### config.mk
export PLATFORM = sky130hd
export DESIGN_NAME = srtf_tick_scheduler
export DESIGN_NICKNAME = d
export VERILOG_FILES = /design/src/design/srtf_pkg.sv /design/src/design/srtf_tick_scheduler.sv /design/src/design/srtf_ctrl.sv /design/src/design/srtf_dp.sv
export SDC_FILE = /design/constraint.sdc
export NUM_CORES = 1
export LEC_CHECK = 0
export BUFFER_PORTS_ARGS = -buffer_cell sky130_fd_sc_hd__buf_2
export CAP_MARGIN = 10
export CELL_PAD_IN_SITES_DETAIL_PLACEMENT = 0
export CELL_PAD_IN_SITES_GLOBAL_PLACEMENT = 1
export CORE_ASPECT_RATIO = 0.8
export CORE_MARGIN = 4
export CORE_UTILIZATION = 40
export DETAILED_ROUTE_END_ITERATION = 10
export PLACE_DENSITY = 0.63
export SKIP_CTS_REPAIR_TIMING = 1
export SYNTH_ARGS = -nofsm -noshare
export SYNTH_HDL_FRONTEND = slang
export SYNTH_SLANG_ARGS = --single-unit
### constraint.sdc
create_clock -name clk -period 5.3 [get_ports clk]
set_input_delay 0.265 -clock clk [delete_from_list [all_inputs] [get_ports clk]]
set_output_delay 0.265 -clock clk [all_outputs]
set_load 0.005 [all_outputs]
### src/design/srtf_pkg.sv
// ============================================================================
// srtf_pkg
// Shared types and constants of the shortest-remaining-time-first scheduler.
// ============================================================================
`default_nettype none

package srtf_pkg;

    // Fixed field widths of the item ports
    localparam int ID_W     = 8;
    localparam int OP_W     = 2;
    localparam int IN_T_W   = 16;
    localparam int BURST_W  = 16;

    // Input item operation codes
    typedef enum logic [OP_W-1:0] {
        OP_CLEAR = 2'd0,
        OP_LOAD  = 2'd1,
        OP_TICK  = 2'd2,
        OP_NONE  = 2'd3
    } op_t;

    // Controller states
    typedef enum logic [1:0] {
        ST_IDLE,
        ST_SCAN,
        ST_DRAIN,
        ST_COMMIT
    } state_t;

    // Commands from controller to datapath
    typedef struct packed {
        logic latch;       // capture the accepted item
        logic scan_start;  // restart the table scan
        logic rd_en;       // read the next table entry
        logic commit;      // apply the item and load the result
    } cmd_t;

    // Status from datapath to controller
    typedef struct packed {
        logic in_tick;     // item on the input port is a tick
        logic count_zero;  // table holds no task
        logic scan_last;   // current scan entry is the last loaded one
        logic out_free;    // result register can take a new item
    } status_t;

endpackage

`default_nettype wire

### src/design/srtf_tick_scheduler.sv
// ============================================================================
// srtf_tick_scheduler
// Preemptive shortest-remaining-time-first scheduler with a task table.
// ============================================================================
// Usage:
//   Input channel (in_valid / in_stall) carries one item: op selects clear,
//   load or tick; task_id, arrival_time and burst_len matter for a load.
//   Output channel (out_valid / out_stall) returns exactly one result item
//   for every input item, in order.
//   A clear or load goes from accept straight to its commit step. A tick
//   (straight to commit with an empty table) scans the table through its
//   single read port, one entry per cycle, keeping the running minimum
//   of remaining work, then the chosen entry is written back.
//   One item is in work at a time; in_stall is high from accept until the
//   result is loaded into the output register. A new item is accepted
//   while the previous result still waits to be taken.
//   When the receiver stalls, the result is held unchanged and a finished
//   item waits in its commit step until the output register frees up.
//   Reset empties the table, sets time to zero and drops any pending
//   result. Table contents need no clearing: only loaded slots are read.
// ============================================================================
`default_nettype none

module srtf_tick_scheduler #(
    parameter int MAX_TASKS = 16,
    parameter int TIME_BITS = 16
) (
    input  wire logic                          clk,
    input  wire logic                          rst_n,
    input  wire logic                          in_valid,
    output logic                               in_stall,
    input  wire logic [srtf_pkg::OP_W-1:0]     op,
    input  wire logic [srtf_pkg::ID_W-1:0]     task_id,
    input  wire logic [srtf_pkg::IN_T_W-1:0]   arrival_time,
    input  wire logic [srtf_pkg::BURST_W-1:0]  burst_len,
    output logic                               out_valid,
    input  wire logic                          out_stall,
    output logic                               ran,
    output logic [srtf_pkg::ID_W-1:0]          run_id,
    output logic [srtf_pkg::IN_T_W-1:0]        slot_end_time,
    output logic                               finished,
    output logic [srtf_pkg::IN_T_W-1:0]        finish_time,
    output logic [srtf_pkg::IN_T_W-1:0]        turnaround,
    output logic [srtf_pkg::IN_T_W-1:0]        waiting,
    output logic                               all_done,
    output logic                               load_error
);

    srtf_pkg::cmd_t    cmd;
    srtf_pkg::status_t sts;

    // Sequencer
    srtf_ctrl u_ctrl (
        .clk      (clk),
        .rst_n    (rst_n),
        .in_valid (in_valid),
        .in_stall (in_stall),
        .sts      (sts),
        .cmd      (cmd)
    );

    // Table, search and result datapath
    srtf_dp #(
        .MAX_TASKS (MAX_TASKS),
        .TIME_BITS (TIME_BITS)
    ) u_dp (
        .clk           (clk),
        .rst_n         (rst_n),
        .cmd           (cmd),
        .sts           (sts),
        .op            (op),
        .task_id       (task_id),
        .arrival_time  (arrival_time),
        .burst_len     (burst_len),
        .out_valid     (out_valid),
        .out_stall     (out_stall),
        .ran           (ran),
        .run_id        (run_id),
        .slot_end_time (slot_end_time),
        .finished      (finished),
        .finish_time   (finish_time),
        .turnaround    (turnaround),
        .waiting       (waiting),
        .all_done      (all_done),
        .load_error    (load_error)
    );

endmodule

`default_nettype wire

### src/design/srtf_ctrl.sv
// ============================================================================
// srtf_ctrl
// Controller: sequences accept, table scan, drain and commit of one item.
// ============================================================================
`default_nettype none

module srtf_ctrl (
    input  wire logic             clk,
    input  wire logic             rst_n,
    input  wire logic             in_valid,
    output logic                  in_stall,
    input  wire srtf_pkg::status_t sts,
    output srtf_pkg::cmd_t        cmd
);

    srtf_pkg::state_t state_reg;
    srtf_pkg::state_t state_next;

    // State register
    always_ff @(posedge clk or negedge rst_n)
    begin
        if (!rst_n)
        begin
            state_reg <= srtf_pkg::ST_IDLE;
        end
        else
        begin
            state_reg <= state_next;
        end
    end

    // Next state and commands
    always_comb
    begin
        state_next = state_reg;
        cmd        = '0;
        in_stall   = 1'b1;
        unique case (state_reg)
            srtf_pkg::ST_IDLE:
            begin
                in_stall = 1'b0;
                if (in_valid)
                begin
                    cmd.latch = 1'b1;
                    if (sts.in_tick)
                    begin
                        cmd.scan_start = 1'b1;
                        state_next = sts.count_zero ? srtf_pkg::ST_COMMIT : srtf_pkg::ST_SCAN;
                    end
                    else
                    begin
                        state_next = srtf_pkg::ST_COMMIT;
                    end
                end
            end
            srtf_pkg::ST_SCAN:
            begin
                cmd.rd_en = 1'b1;
                if (sts.scan_last)
                begin
                    state_next = srtf_pkg::ST_DRAIN;
                end
            end
            srtf_pkg::ST_DRAIN:
            begin
                // last entry is compared this cycle
                state_next = srtf_pkg::ST_COMMIT;
            end
            srtf_pkg::ST_COMMIT:
            begin
                if (sts.out_free)
                begin
                    cmd.commit = 1'b1;
                    state_next = srtf_pkg::ST_IDLE;
                end
            end
            default:
            begin
                state_next = srtf_pkg::ST_IDLE;
            end
        endcase
    end

endmodule

`default_nettype wire

### src/design/srtf_dp.sv
// ============================================================================
// srtf_dp
// Datapath: task table memory, running minimum search, time and counters,
// and the result register.
// ============================================================================
`default_nettype none

module srtf_dp #(
    parameter int MAX_TASKS = 16,
    parameter int TIME_BITS = 16
) (
    input  wire logic                          clk,
    input  wire logic                          rst_n,
    input  wire srtf_pkg::cmd_t                cmd,
    output srtf_pkg::status_t                  sts,
    input  wire logic [srtf_pkg::OP_W-1:0]     op,
    input  wire logic [srtf_pkg::ID_W-1:0]     task_id,
    input  wire logic [srtf_pkg::IN_T_W-1:0]   arrival_time,
    input  wire logic [srtf_pkg::BURST_W-1:0]  burst_len,
    output logic                               out_valid,
    input  wire logic                          out_stall,
    output logic                               ran,
    output logic [srtf_pkg::ID_W-1:0]          run_id,
    output logic [srtf_pkg::IN_T_W-1:0]        slot_end_time,
    output logic                               finished,
    output logic [srtf_pkg::IN_T_W-1:0]        finish_time,
    output logic [srtf_pkg::IN_T_W-1:0]        turnaround,
    output logic [srtf_pkg::IN_T_W-1:0]        waiting,
    output logic                               all_done,
    output logic                               load_error
);

    localparam int IDXW = (MAX_TASKS > 1) ? $clog2(MAX_TASKS) : 1;
    localparam int CNTW = $clog2(MAX_TASKS + 1);
    localparam int CW   = (TIME_BITS > srtf_pkg::BURST_W) ? TIME_BITS : srtf_pkg::BURST_W;
    localparam logic [CNTW-1:0] FULL_COUNT = CNTW'(MAX_TASKS);

    // Task table
    logic [srtf_pkg::ID_W-1:0]    id_mem    [MAX_TASKS];
    logic [TIME_BITS-1:0]         arr_mem   [MAX_TASKS];
    logic [srtf_pkg::BURST_W-1:0] burst_mem [MAX_TASKS];
    logic [srtf_pkg::BURST_W-1:0] rem_mem   [MAX_TASKS];

    // Latched item
    srtf_pkg::op_t                op_reg;
    logic [srtf_pkg::ID_W-1:0]    id_reg;
    logic [TIME_BITS-1:0]         arr_reg;
    logic [srtf_pkg::BURST_W-1:0] burst_reg;

    // Control state
    logic [CNTW-1:0]      task_count_reg;
    logic [CNTW-1:0]      done_count_reg;
    logic [TIME_BITS-1:0] now_reg;
    logic [IDXW-1:0]      scan_idx_reg;
    logic                 rd_valid_reg;
    logic                 have_reg;
    logic                 out_valid_reg;

    // Read stage
    logic [IDXW-1:0]              rd_idx_reg;
    logic [srtf_pkg::ID_W-1:0]    rd_id_reg;
    logic [TIME_BITS-1:0]         rd_arr_reg;
    logic [srtf_pkg::BURST_W-1:0] rd_burst_reg;
    logic [srtf_pkg::BURST_W-1:0] rd_rem_reg;

    // Best candidate so far
    logic [IDXW-1:0]              best_idx_reg;
    logic [srtf_pkg::ID_W-1:0]    best_id_reg;
    logic [TIME_BITS-1:0]         best_arr_reg;
    logic [srtf_pkg::BURST_W-1:0] best_burst_reg;
    logic [srtf_pkg::BURST_W-1:0] best_rem_reg;

    // Result register
    logic                         ran_reg;
    logic [srtf_pkg::ID_W-1:0]    run_id_reg;
    logic [srtf_pkg::IN_T_W-1:0]  end_out_reg;
    logic                         fin_reg;
    logic [srtf_pkg::IN_T_W-1:0]  fin_time_reg;
    logic [srtf_pkg::IN_T_W-1:0]  tat_reg;
    logic [srtf_pkg::IN_T_W-1:0]  wait_reg;
    logic                         all_done_reg;
    logic                         load_err_reg;

    // Commit logic
    logic                         take_better;
    logic                         out_free;
    logic [TIME_BITS-1:0]         end_time;
    logic [TIME_BITS-1:0]         tat;
    logic [CW-1:0]                tat_wide;
    logic [CW-1:0]                burst_wide;
    logic [srtf_pkg::BURST_W-1:0] rem_dec;
    logic                         is_fin;
    logic                         ld_ok;
    logic                         ld_err;
    logic                         wr_en;
    logic                         wr_full;
    logic [IDXW-1:0]              wr_addr;
    logic [srtf_pkg::BURST_W-1:0] wr_rem;
    logic [CNTW-1:0]              task_next;
    logic [CNTW-1:0]              done_next;
    logic [TIME_BITS-1:0]         now_next;
    logic                         res_ran;
    logic                         res_fin;
    logic                         res_tick;

    // Status back to controller
    assign out_free = !out_valid_reg || !out_stall;
    always_comb
    begin
        sts.in_tick    = (srtf_pkg::op_t'(op) == srtf_pkg::OP_TICK);
        sts.count_zero = (task_count_reg == '0);
        sts.scan_last  = ((CNTW'(scan_idx_reg) + CNTW'(1)) == task_count_reg);
        sts.out_free   = out_free;
    end

    // Compare the entry just read against the best one
    assign take_better = rd_valid_reg
                      && (rd_arr_reg <= now_reg)
                      && (rd_rem_reg != '0)
                      && (!have_reg
                          || (rd_rem_reg < best_rem_reg)
                          || ((rd_rem_reg == best_rem_reg) && (rd_arr_reg < best_arr_reg)));

    // Work out the effect of the latched item
    always_comb
    begin
        end_time   = (&now_reg) ? now_reg : now_reg + TIME_BITS'(1);
        tat        = end_time - best_arr_reg;
        tat_wide   = CW'(tat);
        burst_wide = CW'(best_burst_reg);
        rem_dec    = best_rem_reg - srtf_pkg::BURST_W'(1);
        res_tick   = (op_reg == srtf_pkg::OP_TICK);
        res_ran    = res_tick && have_reg;
        is_fin     = res_ran && (best_rem_reg == srtf_pkg::BURST_W'(1));
        res_fin    = is_fin;
        wr_full    = (task_count_reg >= FULL_COUNT);
        ld_err     = (op_reg == srtf_pkg::OP_LOAD) && (wr_full || (burst_reg == '0));
        ld_ok      = (op_reg == srtf_pkg::OP_LOAD) && !ld_err;

        task_next = task_count_reg;
        done_next = done_count_reg;
        now_next  = now_reg;
        wr_en     = 1'b0;
        wr_addr   = best_idx_reg;
        wr_rem    = rem_dec;
        unique case (op_reg)
            srtf_pkg::OP_CLEAR:
            begin
                task_next = '0;
                done_next = '0;
                now_next  = '0;
            end
            srtf_pkg::OP_LOAD:
            begin
                if (ld_ok)
                begin
                    task_next = task_count_reg + CNTW'(1);
                    wr_en     = 1'b1;
                    wr_addr   = task_count_reg[IDXW-1:0];
                    wr_rem    = burst_reg;
                end
            end
            srtf_pkg::OP_TICK:
            begin
                now_next = end_time;
                wr_en    = res_ran;
                if (is_fin)
                begin
                    done_next = done_count_reg + CNTW'(1);
                end
            end
            srtf_pkg::OP_NONE:
            begin
                task_next = task_count_reg;
            end
            default:
            begin
                task_next = task_count_reg;
            end
        endcase
    end

    // Table write (load fills an entry, tick updates the remaining work)
    always_ff @(posedge clk)
    begin
        if (cmd.commit && wr_en)
        begin
            rem_mem[wr_addr] <= wr_rem;
            if (op_reg == srtf_pkg::OP_LOAD)
            begin
                id_mem[wr_addr]    <= id_reg;
                arr_mem[wr_addr]   <= arr_reg;
                burst_mem[wr_addr] <= burst_reg;
            end
        end
    end

    // Table read, one entry per scan cycle
    always_ff @(posedge clk)
    begin
        if (cmd.rd_en)
        begin
            rd_idx_reg   <= scan_idx_reg;
            rd_id_reg    <= id_mem[scan_idx_reg];
            rd_arr_reg   <= arr_mem[scan_idx_reg];
            rd_burst_reg <= burst_mem[scan_idx_reg];
            rd_rem_reg   <= rem_mem[scan_idx_reg];
        end
    end

    // Control registers
    always_ff @(posedge clk or negedge rst_n)
    begin
        if (!rst_n)
        begin
            task_count_reg <= '0;
            done_count_reg <= '0;
            now_reg        <= '0;
            scan_idx_reg   <= '0;
            rd_valid_reg   <= 1'b0;
            have_reg       <= 1'b0;
            out_valid_reg  <= 1'b0;
        end
        else
        begin
            rd_valid_reg <= cmd.rd_en;

            // advance the scan pointer
            if (cmd.scan_start)
            begin
                scan_idx_reg <= '0;
            end
            else if (cmd.rd_en)
            begin
                scan_idx_reg <= scan_idx_reg + IDXW'(1);
            end

            // track whether a candidate was found
            if (cmd.scan_start)
            begin
                have_reg <= 1'b0;
            end
            else if (take_better)
            begin
                have_reg <= 1'b1;
            end

            // apply the item
            if (cmd.commit)
            begin
                task_count_reg <= task_next;
                done_count_reg <= done_next;
                now_reg        <= now_next;
            end

            // hold the result until taken
            if (cmd.commit)
            begin
                out_valid_reg <= 1'b1;
            end
            else if (!out_stall)
            begin
                out_valid_reg <= 1'b0;
            end
        end
    end

    // Payload registers
    always_ff @(posedge clk)
    begin
        if (cmd.latch)
        begin
            op_reg    <= srtf_pkg::op_t'(op);
            id_reg    <= task_id;
            arr_reg   <= TIME_BITS'(arrival_time);
            burst_reg <= burst_len;
        end

        if (take_better)
        begin
            best_idx_reg   <= rd_idx_reg;
            best_id_reg    <= rd_id_reg;
            best_arr_reg   <= rd_arr_reg;
            best_burst_reg <= rd_burst_reg;
            best_rem_reg   <= rd_rem_reg;
        end

        if (cmd.commit)
        begin
            ran_reg      <= res_ran;
            run_id_reg   <= res_ran ? best_id_reg : '0;
            end_out_reg  <= res_tick ? srtf_pkg::IN_T_W'(end_time) : '0;
            fin_reg      <= res_fin;
            fin_time_reg <= res_fin ? srtf_pkg::IN_T_W'(end_time) : '0;
            tat_reg      <= res_fin ? srtf_pkg::IN_T_W'(tat) : '0;
            wait_reg     <= (res_fin && (tat_wide >= burst_wide))
                            ? srtf_pkg::IN_T_W'(tat_wide - burst_wide) : '0;
            all_done_reg <= (done_next == task_next);
            load_err_reg <= ld_err;
        end
    end

    // Drive the result port
    assign out_valid     = out_valid_reg;
    assign ran           = ran_reg;
    assign run_id        = run_id_reg;
    assign slot_end_time = end_out_reg;
    assign finished      = fin_reg;
    assign finish_time   = fin_time_reg;
    assign turnaround    = tat_reg;
    assign waiting       = wait_reg;
    assign all_done      = all_done_reg;
    assign load_error    = load_err_reg;

endmodule

`default_nettype wire

==> impl_metrics.toml <==
[hold_path]
min_path_type = "primary input to flip-flop"
hold_path.startpoint = "in_valid"

[critical_path]
critPathKind = "flip-flop to flip-flop"
critPathLaunchType = "flip-flop"
crit_path_start = "u_dp.now_reg[0]"
reg2reg_from = "u_dp.now_reg[0]"
critPathCaptureType = "flip-flop"
cp_num_buf_inv = 4
required_ns = 5.75
arrival_ns = 5.50
slowest_delay_ns = 0.38
critical_path.top_delay_family = "compound AO/OA/AOI/OAI gates"
critPathMaxFanout = 8
cp_slowest_cell = "dfrtp_1"
cp_cell_sequence = "ha_2, nand3_2, nor4_4, nand2_1, buf_4, nand2_1, nor3_1, xnor2_1, inv_1, ha_2, a21o_1, a21oi_1, nor2_1, a211oi_2, buf_4, xnor2_1, ha_2, a21o_1, a21o_1, a21oi_2, nand2_1, o311ai_4, buf_6, nor2_1"

[synthesis]
yosysSeqAreaShare_pct = 73.5
yosys.area.top_type = "edfxtp_1"
synth_flop_cell = "edfxtp_1"
synthCells = 2806
synth-seq-cells = 1169
post_synth_and_or_nand_nor_area_fraction_pct = 4.40
synth_commonest_cells = "1,134 x edfxtp_1, 177 x mux2i_1, 173 x o21ai_0"
synth_area_leaders = "edfxtp_1 72%, mux4_2 5.3%, mux2i_1 3.7%"
synth_edf_count = 1134
synth.distinct_cells = 67
syn_area_per_cell_um2 = 16.9
synth-adder-area-share_pct = 2.53
yosysMostFrequentCell = "edfxtp_1"
syn-num-nets = 2947
synth_xor_area_share_pct = 0.977
synth.area.mux_share_pct = 10.4
synthesis.area_um2 = 47500
async_flop_share_pct = 2.99
synth_compound_area_share_pct = 6.31
synth-warning-count = 0
synth_top_area_share_pct = 71.7
synth_top_family_by_area = "multiplexers"

[routing]
finalWirelength_mm = 124
ant_nets = 0
dr.pass1.iters = 5
drtIter0Drc = 2333
remaining_drc_errors = 0
viasPerCell = 5.55
routedWlPerCell_um = 26.3
vias = 26200

[layout]
fin_util_pct = 46.9
syn_to_final_growth_pct = 15.9
top_regs = "u_dp.arr_mem (256), u_dp.burst_mem (256), u_dp.rem_mem (256)"
final_nets = 3223
nFillCells = 9835
drive_above_1_share_pct = 19.9

[cts]
cts_buffers = 113
cts.sinks = 1169
htree_num_levels = 3
cts_tree = "built"
clkLatencyLatePin_ns = 0.72
clock_path_buffers = 3
path_clk_slew_ns = 0.06
clock_tree.root_cell = "clkbuf_16"

[sta]
finalCriticalPeriod_ns = 5.05
maxSlewViolCount = 0
tightest_slew_ns = 1.23
max_freq_mhz = 198
hold_violations = 0
finClkSkew_ns = 0.0182
relSlewSlack_pct = 18.2
post-route-period-util_pct = 95.2
setup_viol = 0

[pwr]
finalPower_uw = 27300
leakage_uw = 0.0189
power.density_nw_per_um2 = 496
comb_power_share_pct = 26.5
irDropWorstVdd_mv = 0.335
p_int_uw = 18700
power_frac_clock_pct = 28.8
swShare_pct = 31.6
power_frac_seq_pct = 44.6
p_switching_uw = 8630

[floorplanning]
dieArea_um2 = 124000
start_util_pct = 40.5
die_x_um = 393
num_io_pins = 124
core_area_um2 = 117000
fp.dieH_um = 316
rows = 112

[global_route]
grt_pass1_wl_mm = 180
grtUsageTotal_pct = 19.6
antenna_found_initial = 1
grt.overflow.total = 0
grt_pass1_vias = 26100
grt_max_degree = 92

[status]
status = "finished clean"

[run]
maxCapViolCount = 0

[placed_design]
place_congestion = 0.845
dp_hpwl_mm = 72.6
io_buffers = 123
==> area by class of cell <==
class                           count  area, um^2  share of cell area [%]
Multi-Input combinational cell   1411       12000                    21.8
Timing Repair Buffer              278        2120                    3.85
Clock buffer                      137        3000                    5.45
Sequential cell                  1169       34900                    63.5
Tap cell                         1539        1930                    3.50
Antenna cell                        1        2.50                 0.00455
Inverter                          109         412                   0.748
Clock inverter                     74         622                    1.13
==> tightest hold or removal path, cell delays in order <==
cell,delay (ns)
buf_2,0.12
o21ai_0,0.15
a21oi_1,0.08
mux2i_1,0.12
==> final timing paths <==
kind                                        end  slack, ns  depth (start not counted)
min in group asynchronous      u_dp.now_reg[12]       0.26                          2
setup / recovery                u_dp.waiting[4]       0.25                         24
max in group asynchronous  u_dp.scan_idx_reg[0]       4.35                          2
hold reg to reg            u_dp.best_idx_reg[2]       0.42                          0
hold / removal              u_ctrl.state_reg[0]       0.08                          4
setup reg to reg                u_dp.waiting[4]       0.25                         24
==> layout by cell type, fill, tap and decap left out, types with 9 or more instances in the layout <==
cell           instances
nor2_1               108
a21o_1                26
buf_2                123
clkbuf_1              19
inv_1                107
nor2b_1               11
buf_12                18
mux2_2                59
mux2i_1              177
nor3_1                15
nor2_4                16
and2_1                16
a22oi_1               58
a31oi_1               10
clkinv_2              23
o31ai_1               10
a21oi_1               88
edfxtp_1            1134
ha_1                  89
nand4_1               17
nand3_1               25
nand2_1              141
buf_4                 91
clkinv_1              33
o21ai_0              170
a221oi_1              57
xor2_1                11
dlygate4sd3_1         44
xnor2_1               40
bufinv_16              9
nor4_1                14
dfrtp_1               31
nand2b_1               9
and3_1                18
clkbuf_16            116
mux4_2               112
==> stage by stage <==
| step | instances | setup slack [ns] | hold WS, ns | TNS, ns | area [um^2] |
|---|---|---|---|---|---|
| floorplan | 2806 | 0.0100 | -0.0306 | 0 | 47500 |
| global placement | 4459 | -0.0887 | 0.403 | -1.09 | 50800 |
| detailed placement | 4459 | -0.167 | 0.405 | -2.39 | 50800 |
| CTS | 4670 | -0.221 | -0.342 | -3.02 | 54400 |
| global route | 4717 | -0.0790 | 0.0571 | -0.439 | 55100 |
| finish | 4718 | 0.255 | 0.0840 | 0 | 55100 |
==> power groups by stage <==
stage	Clock (uW)	Sequential, uW	Combinational (uW)
after detailed placement	0	12400	7200
final	7870	12200	7240
after global routing	8430	12300	7910
after global placement	0	12300	7140
after CTS	8070	12200	7230
after floorplan	0	11800	4930
==> kinds of logic (layout without fill, tap and decap cells) <==
| kind of cell | Yosys count | count (layout) |
|---|---|---|
| DFF | 1169 | 1169 |
| AOI/OAI and AO/OA | 475 | 475 |
| and+or+nand+nor | 440 | 440 |
| muxes | 348 | 348 |
| buffers and inverters | 226 | 598 |
| adders and majority gates | 95 | 95 |
| xor gates and xnor gates | 53 | 53 |
| other | 0 | 1 |
==> routing by layer <==
layer / wire length [um] / GRT usage [%]
met1: 56700 / 28.8
met2: 56800 / 30.6
met3: 8450 / 3.98
met4: 2450 / 4.29
met5: 0 / 0
(Power assumes the default switching activity.)
